$ cat src/design/wbps_pkg.sv
// Package for the wildcard byte pattern scan core.
// Holds shared widths, register indexes, event and config-write types.
// No dependencies.
package wbps_pkg;

    // Pattern window and position counter sizes
    localparam int MAX_PATTERN = 16;
    localparam int COUNT_WIDTH = 32;
    localparam int LEN_W       = $clog2(MAX_PATTERN + 1);
    localparam int SHIFT_W     = $clog2(MAX_PATTERN);
    localparam int ADDR_W      = 64;
    localparam int REG_W       = 64;
    localparam int MASK_W      = 16;
    localparam int CFG_IDX_W   = 3;
    localparam int QUEUE_DEPTH = 2;
    localparam int QPTR_W      = $clog2(QUEUE_DEPTH);
    localparam int QCNT_W      = $clog2(QUEUE_DEPTH + 1);

    localparam logic [COUNT_WIDTH-1:0] COUNT_MAX = '1;

    // Register indexes
    localparam logic [CFG_IDX_W-1:0] CFG_BASE_ADDRESS = 3'd0;
    localparam logic [CFG_IDX_W-1:0] CFG_PATTERN_LOW  = 3'd1;
    localparam logic [CFG_IDX_W-1:0] CFG_PATTERN_HIGH = 3'd2;
    localparam logic [CFG_IDX_W-1:0] CFG_WILDCARD     = 3'd3;
    localparam logic [CFG_IDX_W-1:0] CFG_PATTERN_LEN  = 3'd4;

    // One configuration write as seen by the front and back units
    typedef struct packed {
        logic                 we;
        logic [CFG_IDX_W-1:0] index;
        logic [REG_W-1:0]     data;
    } t_cfg_wr;

    // One scan outcome passed from front to back
    typedef struct packed {
        logic                   found;
        logic [COUNT_WIDTH-1:0] offset;
    } t_event;

    // Clamp the programmed length into 1..MAX_PATTERN
    function automatic logic [LEN_W-1:0] len_in_use(input logic [4:0] len);
        logic [LEN_W-1:0] res;
        if (len == 5'd0) begin
            res = LEN_W'(1);
        end else if (32'(len) > MAX_PATTERN) begin
            res = LEN_W'(MAX_PATTERN);
        end else begin
            res = LEN_W'(len);
        end
        return res;
    endfunction

endpackage

$ cat src/design/wbps_front.sv
// Front end of the scan: byte window, position count and masked compare.
// Classifies each accepted byte and pushes found / not-found events.
// Depends on wbps_pkg.
module wbps_front
    import wbps_pkg::*;
(
    input  logic         i_clk,
    input  logic         i_rst_n,
    input  t_cfg_wr      i_cfg,
    input  logic         i_accept,
    input  logic [7:0]   i_byte,
    input  logic         i_last,
    output logic         o_push,
    output t_event       o_event
);

    localparam int WIN_BITS = 8 * MAX_PATTERN;

    logic [REG_W-1:0]       r_pat_lo;
    logic [REG_W-1:0]       r_pat_hi;
    logic [MASK_W-1:0]      r_mask;
    logic [4:0]             r_len;
    logic [7:0]             r_win [MAX_PATTERN];
    logic [COUNT_WIDTH-1:0] r_seen;
    logic                   r_done;

    logic [LEN_W-1:0]       len;
    logic [SHIFT_W-1:0]     shamt;
    logic [WIN_BITS-1:0]    win_next;
    logic [WIN_BITS-1:0]    win_rev;
    logic [WIN_BITS-1:0]    win_align;
    logic [WIN_BITS-1:0]    pattern;
    logic [MAX_PATTERN-1:0] hit;
    logic [COUNT_WIDTH-1:0] n_seen;
    logic                   match;

    // Hold configuration registers
    always_ff @(posedge i_clk) begin
        if (!i_rst_n) begin
            r_pat_lo <= '0;
            r_pat_hi <= '0;
            r_mask   <= '0;
            r_len    <= 5'd1;
        end else if (i_cfg.we) begin
            case (i_cfg.index)
                CFG_PATTERN_LOW:  r_pat_lo <= i_cfg.data;
                CFG_PATTERN_HIGH: r_pat_hi <= i_cfg.data;
                CFG_WILDCARD:     r_mask   <= i_cfg.data[MASK_W-1:0];
                CFG_PATTERN_LEN:  r_len    <= i_cfg.data[4:0];
                default: ;
            endcase
        end
    end

    assign len     = len_in_use(r_len);
    assign shamt   = SHIFT_W'(LEN_W'(MAX_PATTERN) - len);
    assign pattern = WIN_BITS'({r_pat_hi, r_pat_lo});

    // Window after the new byte enters, newest at byte 0
    always_comb begin
        win_next[7:0] = i_byte;
        for (int j = 1; j < MAX_PATTERN; j++) begin
            win_next[8*j +: 8] = r_win[j-1];
        end
    end

    // Reverse, then align so byte i lines up with pattern byte i
    always_comb begin
        for (int k = 0; k < MAX_PATTERN; k++) begin
            win_rev[8*k +: 8] = win_next[8*(MAX_PATTERN-1-k) +: 8];
        end
    end

    assign win_align = win_rev >> {shamt, 3'b000};

    always_comb begin
        for (int i = 0; i < MAX_PATTERN; i++) begin
            hit[i] = (LEN_W'(i) >= len) || r_mask[i]
                     || (win_align[8*i +: 8] == pattern[8*i +: 8]);
        end
    end

    assign n_seen = (r_seen != COUNT_MAX) ? r_seen + 1'b1 : r_seen;
    assign match  = (&hit) && (n_seen >= COUNT_WIDTH'(len));

    // Emit an event on a match or on region end without one
    assign o_push         = i_accept && !r_done && (match || i_last);
    assign o_event.found  = match;
    assign o_event.offset = match ? n_seen - COUNT_WIDTH'(len) : '0;

    // Advance window and count until a match, clear at region end
    always_ff @(posedge i_clk) begin
        if (!i_rst_n) begin
            r_seen <= '0;
            r_done <= 1'b0;
            for (int j = 0; j < MAX_PATTERN; j++) begin
                r_win[j] <= '0;
            end
        end else if (i_accept) begin
            if (i_last) begin
                r_seen <= '0;
                r_done <= 1'b0;
                for (int j = 0; j < MAX_PATTERN; j++) begin
                    r_win[j] <= '0;
                end
            end else if (!r_done) begin
                r_seen <= n_seen;
                r_done <= match;
                for (int j = 0; j < MAX_PATTERN; j++) begin
                    r_win[j] <= win_next[8*j +: 8];
                end
            end
        end
    end

    a_clear_on_last: assert property (@(posedge i_clk) disable iff (!i_rst_n)
        i_accept && i_last |=> r_seen == '0 && !r_done)
        else $error("region state not cleared after last byte");

    a_one_per_region: assert property (@(posedge i_clk) disable iff (!i_rst_n)
        o_push && o_event.found |=> r_done || $past(i_last))
        else $error("match did not close the region");

endmodule

$ cat src/design/wbps_queue.sv
// Short event queue between the scan front end and the result stage.
// Two entries; push and pop may happen in the same cycle.
// Depends on wbps_pkg.
module wbps_queue
    import wbps_pkg::*;
(
    input  logic   i_clk,
    input  logic   i_rst_n,
    input  logic   i_push,
    input  t_event i_event,
    output logic   o_full,
    output logic   o_valid,
    input  logic   i_pop,
    output t_event o_event
);

    t_event             r_mem [QUEUE_DEPTH];
    logic [QPTR_W-1:0]  r_wr_ptr;
    logic [QPTR_W-1:0]  r_rd_ptr;
    logic [QCNT_W-1:0]  r_count;

    logic do_push;
    logic do_pop;

    assign o_full  = (r_count == QCNT_W'(QUEUE_DEPTH));
    assign o_valid = (r_count != '0);
    assign o_event = r_mem[r_rd_ptr];
    assign do_push = i_push && !o_full;
    assign do_pop  = i_pop && o_valid;

    // Store pushed events
    always_ff @(posedge i_clk) begin
        if (do_push) begin
            r_mem[r_wr_ptr] <= i_event;
        end
    end

    // Advance pointers and occupancy
    always_ff @(posedge i_clk) begin
        if (!i_rst_n) begin
            r_wr_ptr <= '0;
            r_rd_ptr <= '0;
            r_count  <= '0;
        end else begin
            if (do_push) begin
                r_wr_ptr <= r_wr_ptr + 1'b1;
            end
            if (do_pop) begin
                r_rd_ptr <= r_rd_ptr + 1'b1;
            end
            case ({do_push, do_pop})
                2'b10:   r_count <= r_count + 1'b1;
                2'b01:   r_count <= r_count - 1'b1;
                default: r_count <= r_count;
            endcase
        end
    end

    a_no_overflow: assert property (@(posedge i_clk) disable iff (!i_rst_n)
        r_count <= QCNT_W'(QUEUE_DEPTH))
        else $error("event queue occupancy out of range");

    a_push_lands: assert property (@(posedge i_clk) disable iff (!i_rst_n)
        i_push |-> !o_full)
        else $error("push into full event queue");

endmodule

$ cat src/design/wbps_back.sv
// Result stage: turns queued events into output words.
// Adds the base address to the match offset and holds the result word.
// Depends on wbps_pkg.
module wbps_back
    import wbps_pkg::*;
(
    input  logic              i_clk,
    input  logic              i_rst_n,
    input  t_cfg_wr           i_cfg,
    input  logic              i_ev_valid,
    input  t_event            i_event,
    output logic              o_pop,
    output logic              o_valid,
    input  logic              i_ready,
    output logic              o_found,
    output logic [ADDR_W-1:0] o_address
);

    logic [ADDR_W-1:0] r_base;
    logic              r_valid;
    logic              r_found;
    logic [ADDR_W-1:0] r_address;

    // Hold the base address register
    always_ff @(posedge i_clk) begin
        if (!i_rst_n) begin
            r_base <= '0;
        end else if (i_cfg.we && i_cfg.index == CFG_BASE_ADDRESS) begin
            r_base <= i_cfg.data[ADDR_W-1:0];
        end
    end

    assign o_pop = i_ev_valid && (!r_valid || i_ready);

    // Load the output word when it is free or being taken
    always_ff @(posedge i_clk) begin
        if (!i_rst_n) begin
            r_valid <= 1'b0;
        end else if (o_pop) begin
            r_valid <= 1'b1;
        end else if (i_ready) begin
            r_valid <= 1'b0;
        end
    end

    always_ff @(posedge i_clk) begin
        if (o_pop) begin
            r_found   <= i_event.found;
            r_address <= i_event.found ? r_base + ADDR_W'(i_event.offset) : '0;
        end
    end

    assign o_valid   = r_valid;
    assign o_found   = r_found;
    assign o_address = r_address;

    a_pop_shows: assert property (@(posedge i_clk) disable iff (!i_rst_n)
        o_pop |=> r_valid)
        else $error("popped event not presented");

    a_notfound_zero: assert property (@(posedge i_clk) disable iff (!i_rst_n)
        r_valid && !r_found |-> r_address == '0)
        else $error("not-found result carries an address");

endmodule

$ cat src/design/wildcard_byte_pattern_scan_core.sv
// Wildcard byte pattern scan core: top level.
// Throughput: one byte per cycle while the queue has room; a full queue stalls input.
// The front end compares the whole window combinationally. The edge that accepts a byte
//   writes its event to the queue, and the output register loads it when that is free.
// Reset: synchronous, active low; clears window, count and queue, registers to defaults.
// Depends on wbps_pkg, wbps_front, wbps_queue, wbps_back.
module wildcard_byte_pattern_scan_core
    import wbps_pkg::*;
(
    input  logic                 i_clk,
    input  logic                 i_rst_n,
    // Configuration write port
    input  logic                 i_cfg_we,
    input  logic [CFG_IDX_W-1:0] i_cfg_index,
    input  logic [REG_W-1:0]     i_cfg_data,
    // Byte stream in
    input  logic                 i_s_axis_tvalid,
    output logic                 o_s_axis_tready,
    input  logic [7:0]           i_s_axis_tdata,  // [7:0] data_byte
    input  logic                 i_s_axis_tlast,  // last_byte
    // Result out
    output logic                 o_m_axis_tvalid,
    input  logic                 i_m_axis_tready,
    output logic [ADDR_W-1:0]    o_m_axis_tdata,  // [63:0] match_address
    output logic                 o_m_axis_tuser   // [0] found
);

    t_cfg_wr cfg;
    t_event  front_event;
    t_event  queue_event;
    logic    push;
    logic    q_full;
    logic    q_valid;
    logic    pop;
    logic    accept;

    assign cfg.we    = i_cfg_we;
    assign cfg.index = i_cfg_index;
    assign cfg.data  = i_cfg_data;

    assign o_s_axis_tready = !q_full;
    assign accept          = i_s_axis_tvalid && !q_full;

    wbps_front u_front (
        .i_clk    (i_clk),
        .i_rst_n  (i_rst_n),
        .i_cfg    (cfg),
        .i_accept (accept),
        .i_byte   (i_s_axis_tdata),
        .i_last   (i_s_axis_tlast),
        .o_push   (push),
        .o_event  (front_event)
    );

    wbps_queue u_queue (
        .i_clk   (i_clk),
        .i_rst_n (i_rst_n),
        .i_push  (push),
        .i_event (front_event),
        .o_full  (q_full),
        .o_valid (q_valid),
        .i_pop   (pop),
        .o_event (queue_event)
    );

    wbps_back u_back (
        .i_clk      (i_clk),
        .i_rst_n    (i_rst_n),
        .i_cfg      (cfg),
        .i_ev_valid (q_valid),
        .i_event    (queue_event),
        .o_pop      (pop),
        .o_valid    (o_m_axis_tvalid),
        .i_ready    (i_m_axis_tready),
        .o_found    (o_m_axis_tuser),
        .o_address  (o_m_axis_tdata)
    );

endmodule

$ cat config.mk
export PLATFORM = sky130hd
export DESIGN_NAME = wildcard_byte_pattern_scan_core
export DESIGN_NICKNAME = d
export VERILOG_FILES = /design/src/design/wbps_pkg.sv /design/src/design/wbps_front.sv /design/src/design/wbps_queue.sv /design/src/design/wbps_back.sv /design/src/design/wildcard_byte_pattern_scan_core.sv
export SDC_FILE = /design/constraint.sdc
export NUM_CORES = 1
export LEC_CHECK = 0
export BUFFER_PORTS_ARGS = -buffer_cell sky130_fd_sc_hd__buf_2
export CAP_MARGIN = 20
export CORE_ASPECT_RATIO = 1.2
export CORE_MARGIN = 2
export CORE_UTILIZATION = 55
export DETAILED_ROUTE_END_ITERATION = 8
export PLACE_DENSITY = 0.73
export SLEW_MARGIN = 15
export SYNTH_ARGS = -nofsm -noshare
export SYNTH_HDL_FRONTEND = slang
export SYNTH_HIERARCHICAL = 1
export SYNTH_SLANG_ARGS = --single-unit
$ cat constraint.sdc
create_clock -name i_clk -period 12.18 [get_ports i_clk]
set_clock_uncertainty 0.1 [all_clocks]
set_input_delay 1.827 -clock i_clk [delete_from_list [all_inputs] [get_ports i_clk]]
set_output_delay 1.827 -clock i_clk [all_outputs]
set_load 0.01 [all_outputs]
==> qor.yml <==
run_status: "completed"
worstHoldStart: "u_back/r_base[12]"
synthDistinctLibCells: 115
wirelength_mm: 115.3
cells_resized_by_post_cts_repair: 0
yosys_warnings: 6
cts_sinks: 503
min_period_ns: 9.509
max_clock_freq_mhz: 105.2
die_x_um: 221.3
grt_max_degree: 135
synth_area_per_inst_um2: 9.120
hold_viol_final: 0
grt_antenna_before_repair: 4
worstSetupPathType: "register to register"
top_layer: "met4"
grt_first_pass_wirelength_mm: 169.8
master_cell_of_the_clock_root_buffer: "sky130_fd_sc_hd__clkbuf_16"
hold_path.class: "register to register"
area.growth.synth_to_final_pct: 8.762
core_region_area_mm2: 0.05598
dr.first_iter.drc_count: 3643
worst_setup_path_start_kind: "register"
synth.area.top_cells: "sky130_fd_sc_hd__edfxtp_1, sky130_fd_sc_hd__dfxtp_1, sky130_fd_sc_hd__nand2_1"
placement.io_buffers: 147
final_antenna_net_count: 0
worst_slew_margin_rel_pct: 13.99
gpl.final_weighted_congestion: 1.183
final.hold.worst_slack_ns: 0.3714
final_nets: 3530
aggregate_global_route_resource_usage_pct: 38.38
synth_top_cell_area_share_pct: 23.41
fin_tns_setup_ns: 0
grt_pass1_vias: 26530
gate_count_post_synth: 3418
hold_depth: 2
layout-drive-gt1-share_pct: 14.03
cts.clk_slew.worst_paths_ns: 0.06
route.detailed.drc: 0
wire_per_inst_um: 27.58
count_of_h_tree_levels_built_during_cts: 2
worst-r2r-setup-slack_ns: 2.67
cp-end-kind: "register"
cts_hold_buf: 0
dominantRegCellSynth: "sky130_fd_sc_hd__dfxtp_1"
critical_path.max_fanout: 67
synth_largest_area_cell: "sky130_fd_sc_hd__edfxtp_1"
avgViaCountPerCell: 6.760
maxCapViolations: 0
met3_wirelength_mm: 10.83
dpl.cell_count: 4080
met2_wirelength_mm: 52.46
p_leak_nw: 12.23
detailedPlacementHpwl_mm: 85.43
timing.final.crit_share_pct: 78.07
synth_seq_cells: 503
worst_ep_required_time_ns: 12.38
synth_fp_nets: 3541
setup_repair_after_global_routing_missed_its_margin: "no"
drt_pre_antenna_iters: 6
number_of_enable_flip_flop_cells_after_synthesis: 243
fin_cells: 4180
die_boundary_height_um: 264.8
globalRouteOverflowTotal: 0
crit-reg2reg-launch: "u_front/r_len[4]"
initial_core_utilization_pct: 55.68
r2r_cells: 18
post_synth_instance_area_mm2: 0.03117
share_of_flip_flops_with_an_asynchronous_set_or_reset_after_synthesis_pct: 0
hold_path_end: "u_back/r_base[12]"
cell_area_after_layout_mm2: 0.03390
routed-via-count: 28260
post-cts-setup-buffer-count: 0
ctsLongestPathBuffers: 3
dpl-instance-area_mm2: 0.03208
worst_slew_pin_slew_ns: 1.280
synth_most_common_cell: "sky130_fd_sc_hd__nand2_1"
synth.yosys.seq_area_share_pct: 40.11
worst_ir_drop_vdd_mv: 0.3145
setup_viol: 0
worstSkewPairLatency_ns: 0.63
cts_made_buffers: 51
tritoncts: "yes"
floorplan.die_area_mm2: 0.05860
route.layer.met1.wl_mm: 43.47
power-per-cell-area_mw_per_mm2: 137.5
r2r-end: "u_queue/r_mem[0][14]"
yosys-top-cells-count: "sky130_fd_sc_hd__nand2_1, sky130_fd_sc_hd__dfxtp_1, sky130_fd_sc_hd__edfxtp_1"
finalMaxSlewViolations: 0
rows: 95
ioPinCount: 148
cp.arrival_ns: 9.71
report.power.total_mw: 4.662
-- cell type report --
cell class / count / area (µm²)
antenna: 4 / 10.01
clock buffer: 76 / 1529
clock inverter: 19 / 275.3
fill: 4832 / 22080
inverter: 85 / 326.6
multi-input combinational: 2574 / 17270
sequential: 503 / 12500
tap: 727 / 909.6
timing repair buffer: 192 / 1080
-- registers in the layout, indices dropped and copies added, names as in the netlist, 2 cells and up, named ones only --
register and flops:
u_front/r_win 120, u_queue/r_mem 66, u_back/o_address 64, u_back/r_base 64, u_front/r_pat_hi 64, u_front/r_pat_lo 64, u_front/r_seen 32, u_front/r_mask 16
u_front/r_len 5, u_queue/r_count 2
-- routing by layer --
metal	vias to the layer above	GRT usage, %
met5	-	0
met4	0	25.03
met3	391	8.756
met2	1597	60.78
met1	13750	47.17
li1	12520	-
-- per-stage QoR --
stage / setup slack [ns] / utilization, %
finish: 2.671 / 60.56
global placement: 3.032 / 57.29
CTS: 2.825 / 60.53
global route: 2.249 / 60.55
floorplan: 5.448 / -
detailed placement: 2.845 / 57.30
-- worst max path at each step --
stage / end / startpoint / cells after the start / slack [ns]
5_1_grt: u_queue/r_mem[0][5] / u_front/r_len[4] / 18 / 2.25
3_5_place_dp: u_queue/r_mem[0][6] / u_front/r_len[4] / 18 / 2.85
4_1_cts: u_queue/r_mem[0][3] / u_front/r_len[4] / 18 / 2.82
3_3_place_gp: u_queue/r_mem[0][7] / u_front/r_len[4] / 18 / 3.03
6_report: u_queue/r_mem[0][14] / u_front/r_len[4] / 18 / 2.67
2_1_floorplan: u_queue/r_mem[0][0] / u_front/r_len[4] / 23 / 5.45
-- cell usage in the layout (no fill, tap or decap), types with 24 or more instances in the layout --
| master | Yosys | final |
|---|---|---|
| sky130_fd_sc_hd__nand2_1 | 632 | 632 |
| sky130_fd_sc_hd__dfxtp_1 | 260 | 260 |
| sky130_fd_sc_hd__edfxtp_1 | 243 | 243 |
| sky130_fd_sc_hd__a21boi_0 | 215 | 215 |
| sky130_fd_sc_hd__nor2_1 | 164 | 159 |
| sky130_fd_sc_hd__buf_2 | 33 | 146 |
| sky130_fd_sc_hd__a21oi_1 | 130 | 130 |
| sky130_fd_sc_hd__xnor2_1 | 111 | 111 |
| sky130_fd_sc_hd__o21ai_0 | 110 | 110 |
| sky130_fd_sc_hd__and3_1 | 109 | 109 |
| sky130_fd_sc_hd__nand3_1 | 85 | 85 |
| sky130_fd_sc_hd__inv_1 | 81 | 80 |
| sky130_fd_sc_hd__nor3_1 | 61 | 61 |
| sky130_fd_sc_hd__mux4_2 | 60 | 60 |
| sky130_fd_sc_hd__xor2_1 | 57 | 57 |
| sky130_fd_sc_hd__clkbuf_16 | 0 | 54 |
| sky130_fd_sc_hd__nand4_1 | 54 | 54 |
| sky130_fd_sc_hd__mux2i_1 | 50 | 50 |
| sky130_fd_sc_hd__buf_4 | 13 | 44 |
| sky130_fd_sc_hd__a22oi_1 | 44 | 44 |
| sky130_fd_sc_hd__mux2_2 | 41 | 41 |
| sky130_fd_sc_hd__ha_1 | 40 | 39 |
| sky130_fd_sc_hd__a31oi_1 | 32 | 32 |
| sky130_fd_sc_hd__a211oi_1 | 31 | 31 |
| sky130_fd_sc_hd__nor3_2 | 31 | 31 |
| sky130_fd_sc_hd__nand2b_1 | 31 | 31 |
| sky130_fd_sc_hd__o31ai_1 | 30 | 30 |
| sky130_fd_sc_hd__nor2b_1 | 29 | 28 |
| sky130_fd_sc_hd__or3_1 | 27 | 27 |
| sky130_fd_sc_hd__and2_1 | 25 | 26 |
| sky130_fd_sc_hd__nor4_1 | 25 | 24 |
| sky130_fd_sc_hd__o22ai_1 | 24 | 24 |
-- worst max-delay path, cell delays in order, from the launching register on --
cell                        delay [ns]
sky130_fd_sc_hd__dfxtp_1          0.49
sky130_fd_sc_hd__or4_4            0.90
sky130_fd_sc_hd__nand2_8          0.60
sky130_fd_sc_hd__inv_8            0.29
sky130_fd_sc_hd__ha_4             0.81
sky130_fd_sc_hd__inv_2            0.46
sky130_fd_sc_hd__o211a_1          0.23
sky130_fd_sc_hd__nor3_1           0.97
sky130_fd_sc_hd__a21oi_1          0.11
sky130_fd_sc_hd__or3_1            0.35
sky130_fd_sc_hd__a22oi_1          0.47
sky130_fd_sc_hd__a311oi_1         0.19
sky130_fd_sc_hd__a2111oi_2        0.43
sky130_fd_sc_hd__nand4b_4         0.65
sky130_fd_sc_hd__o31ai_1          0.64
sky130_fd_sc_hd__inv_1            0.11
sky130_fd_sc_hd__or3_1            0.39
sky130_fd_sc_hd__inv_1            0.47
sky130_fd_sc_hd__buf_4            0.37
-- where the power goes --
group,switching (mW),internal [mW]
clock network,0.693,0.983
logic,0.601,0.312
registers,0.105,1.97
total,1.40,3.26
-- cell families (layout without fill, tap and decap cells) --
group	after synthesis	after routing	synth area share (%)
compound gates	839	839	19.22
xor+xnor	170	170	4.825
fa+ha+maj	42	42	1.734
buf+inv	341	372	4.805
flops	503	503	40.11
mux	155	155	7.759
other cells	0	4	0
simple gates	1368	1368	21.55
No activity file was read; power rests on OpenSTA's default activity.
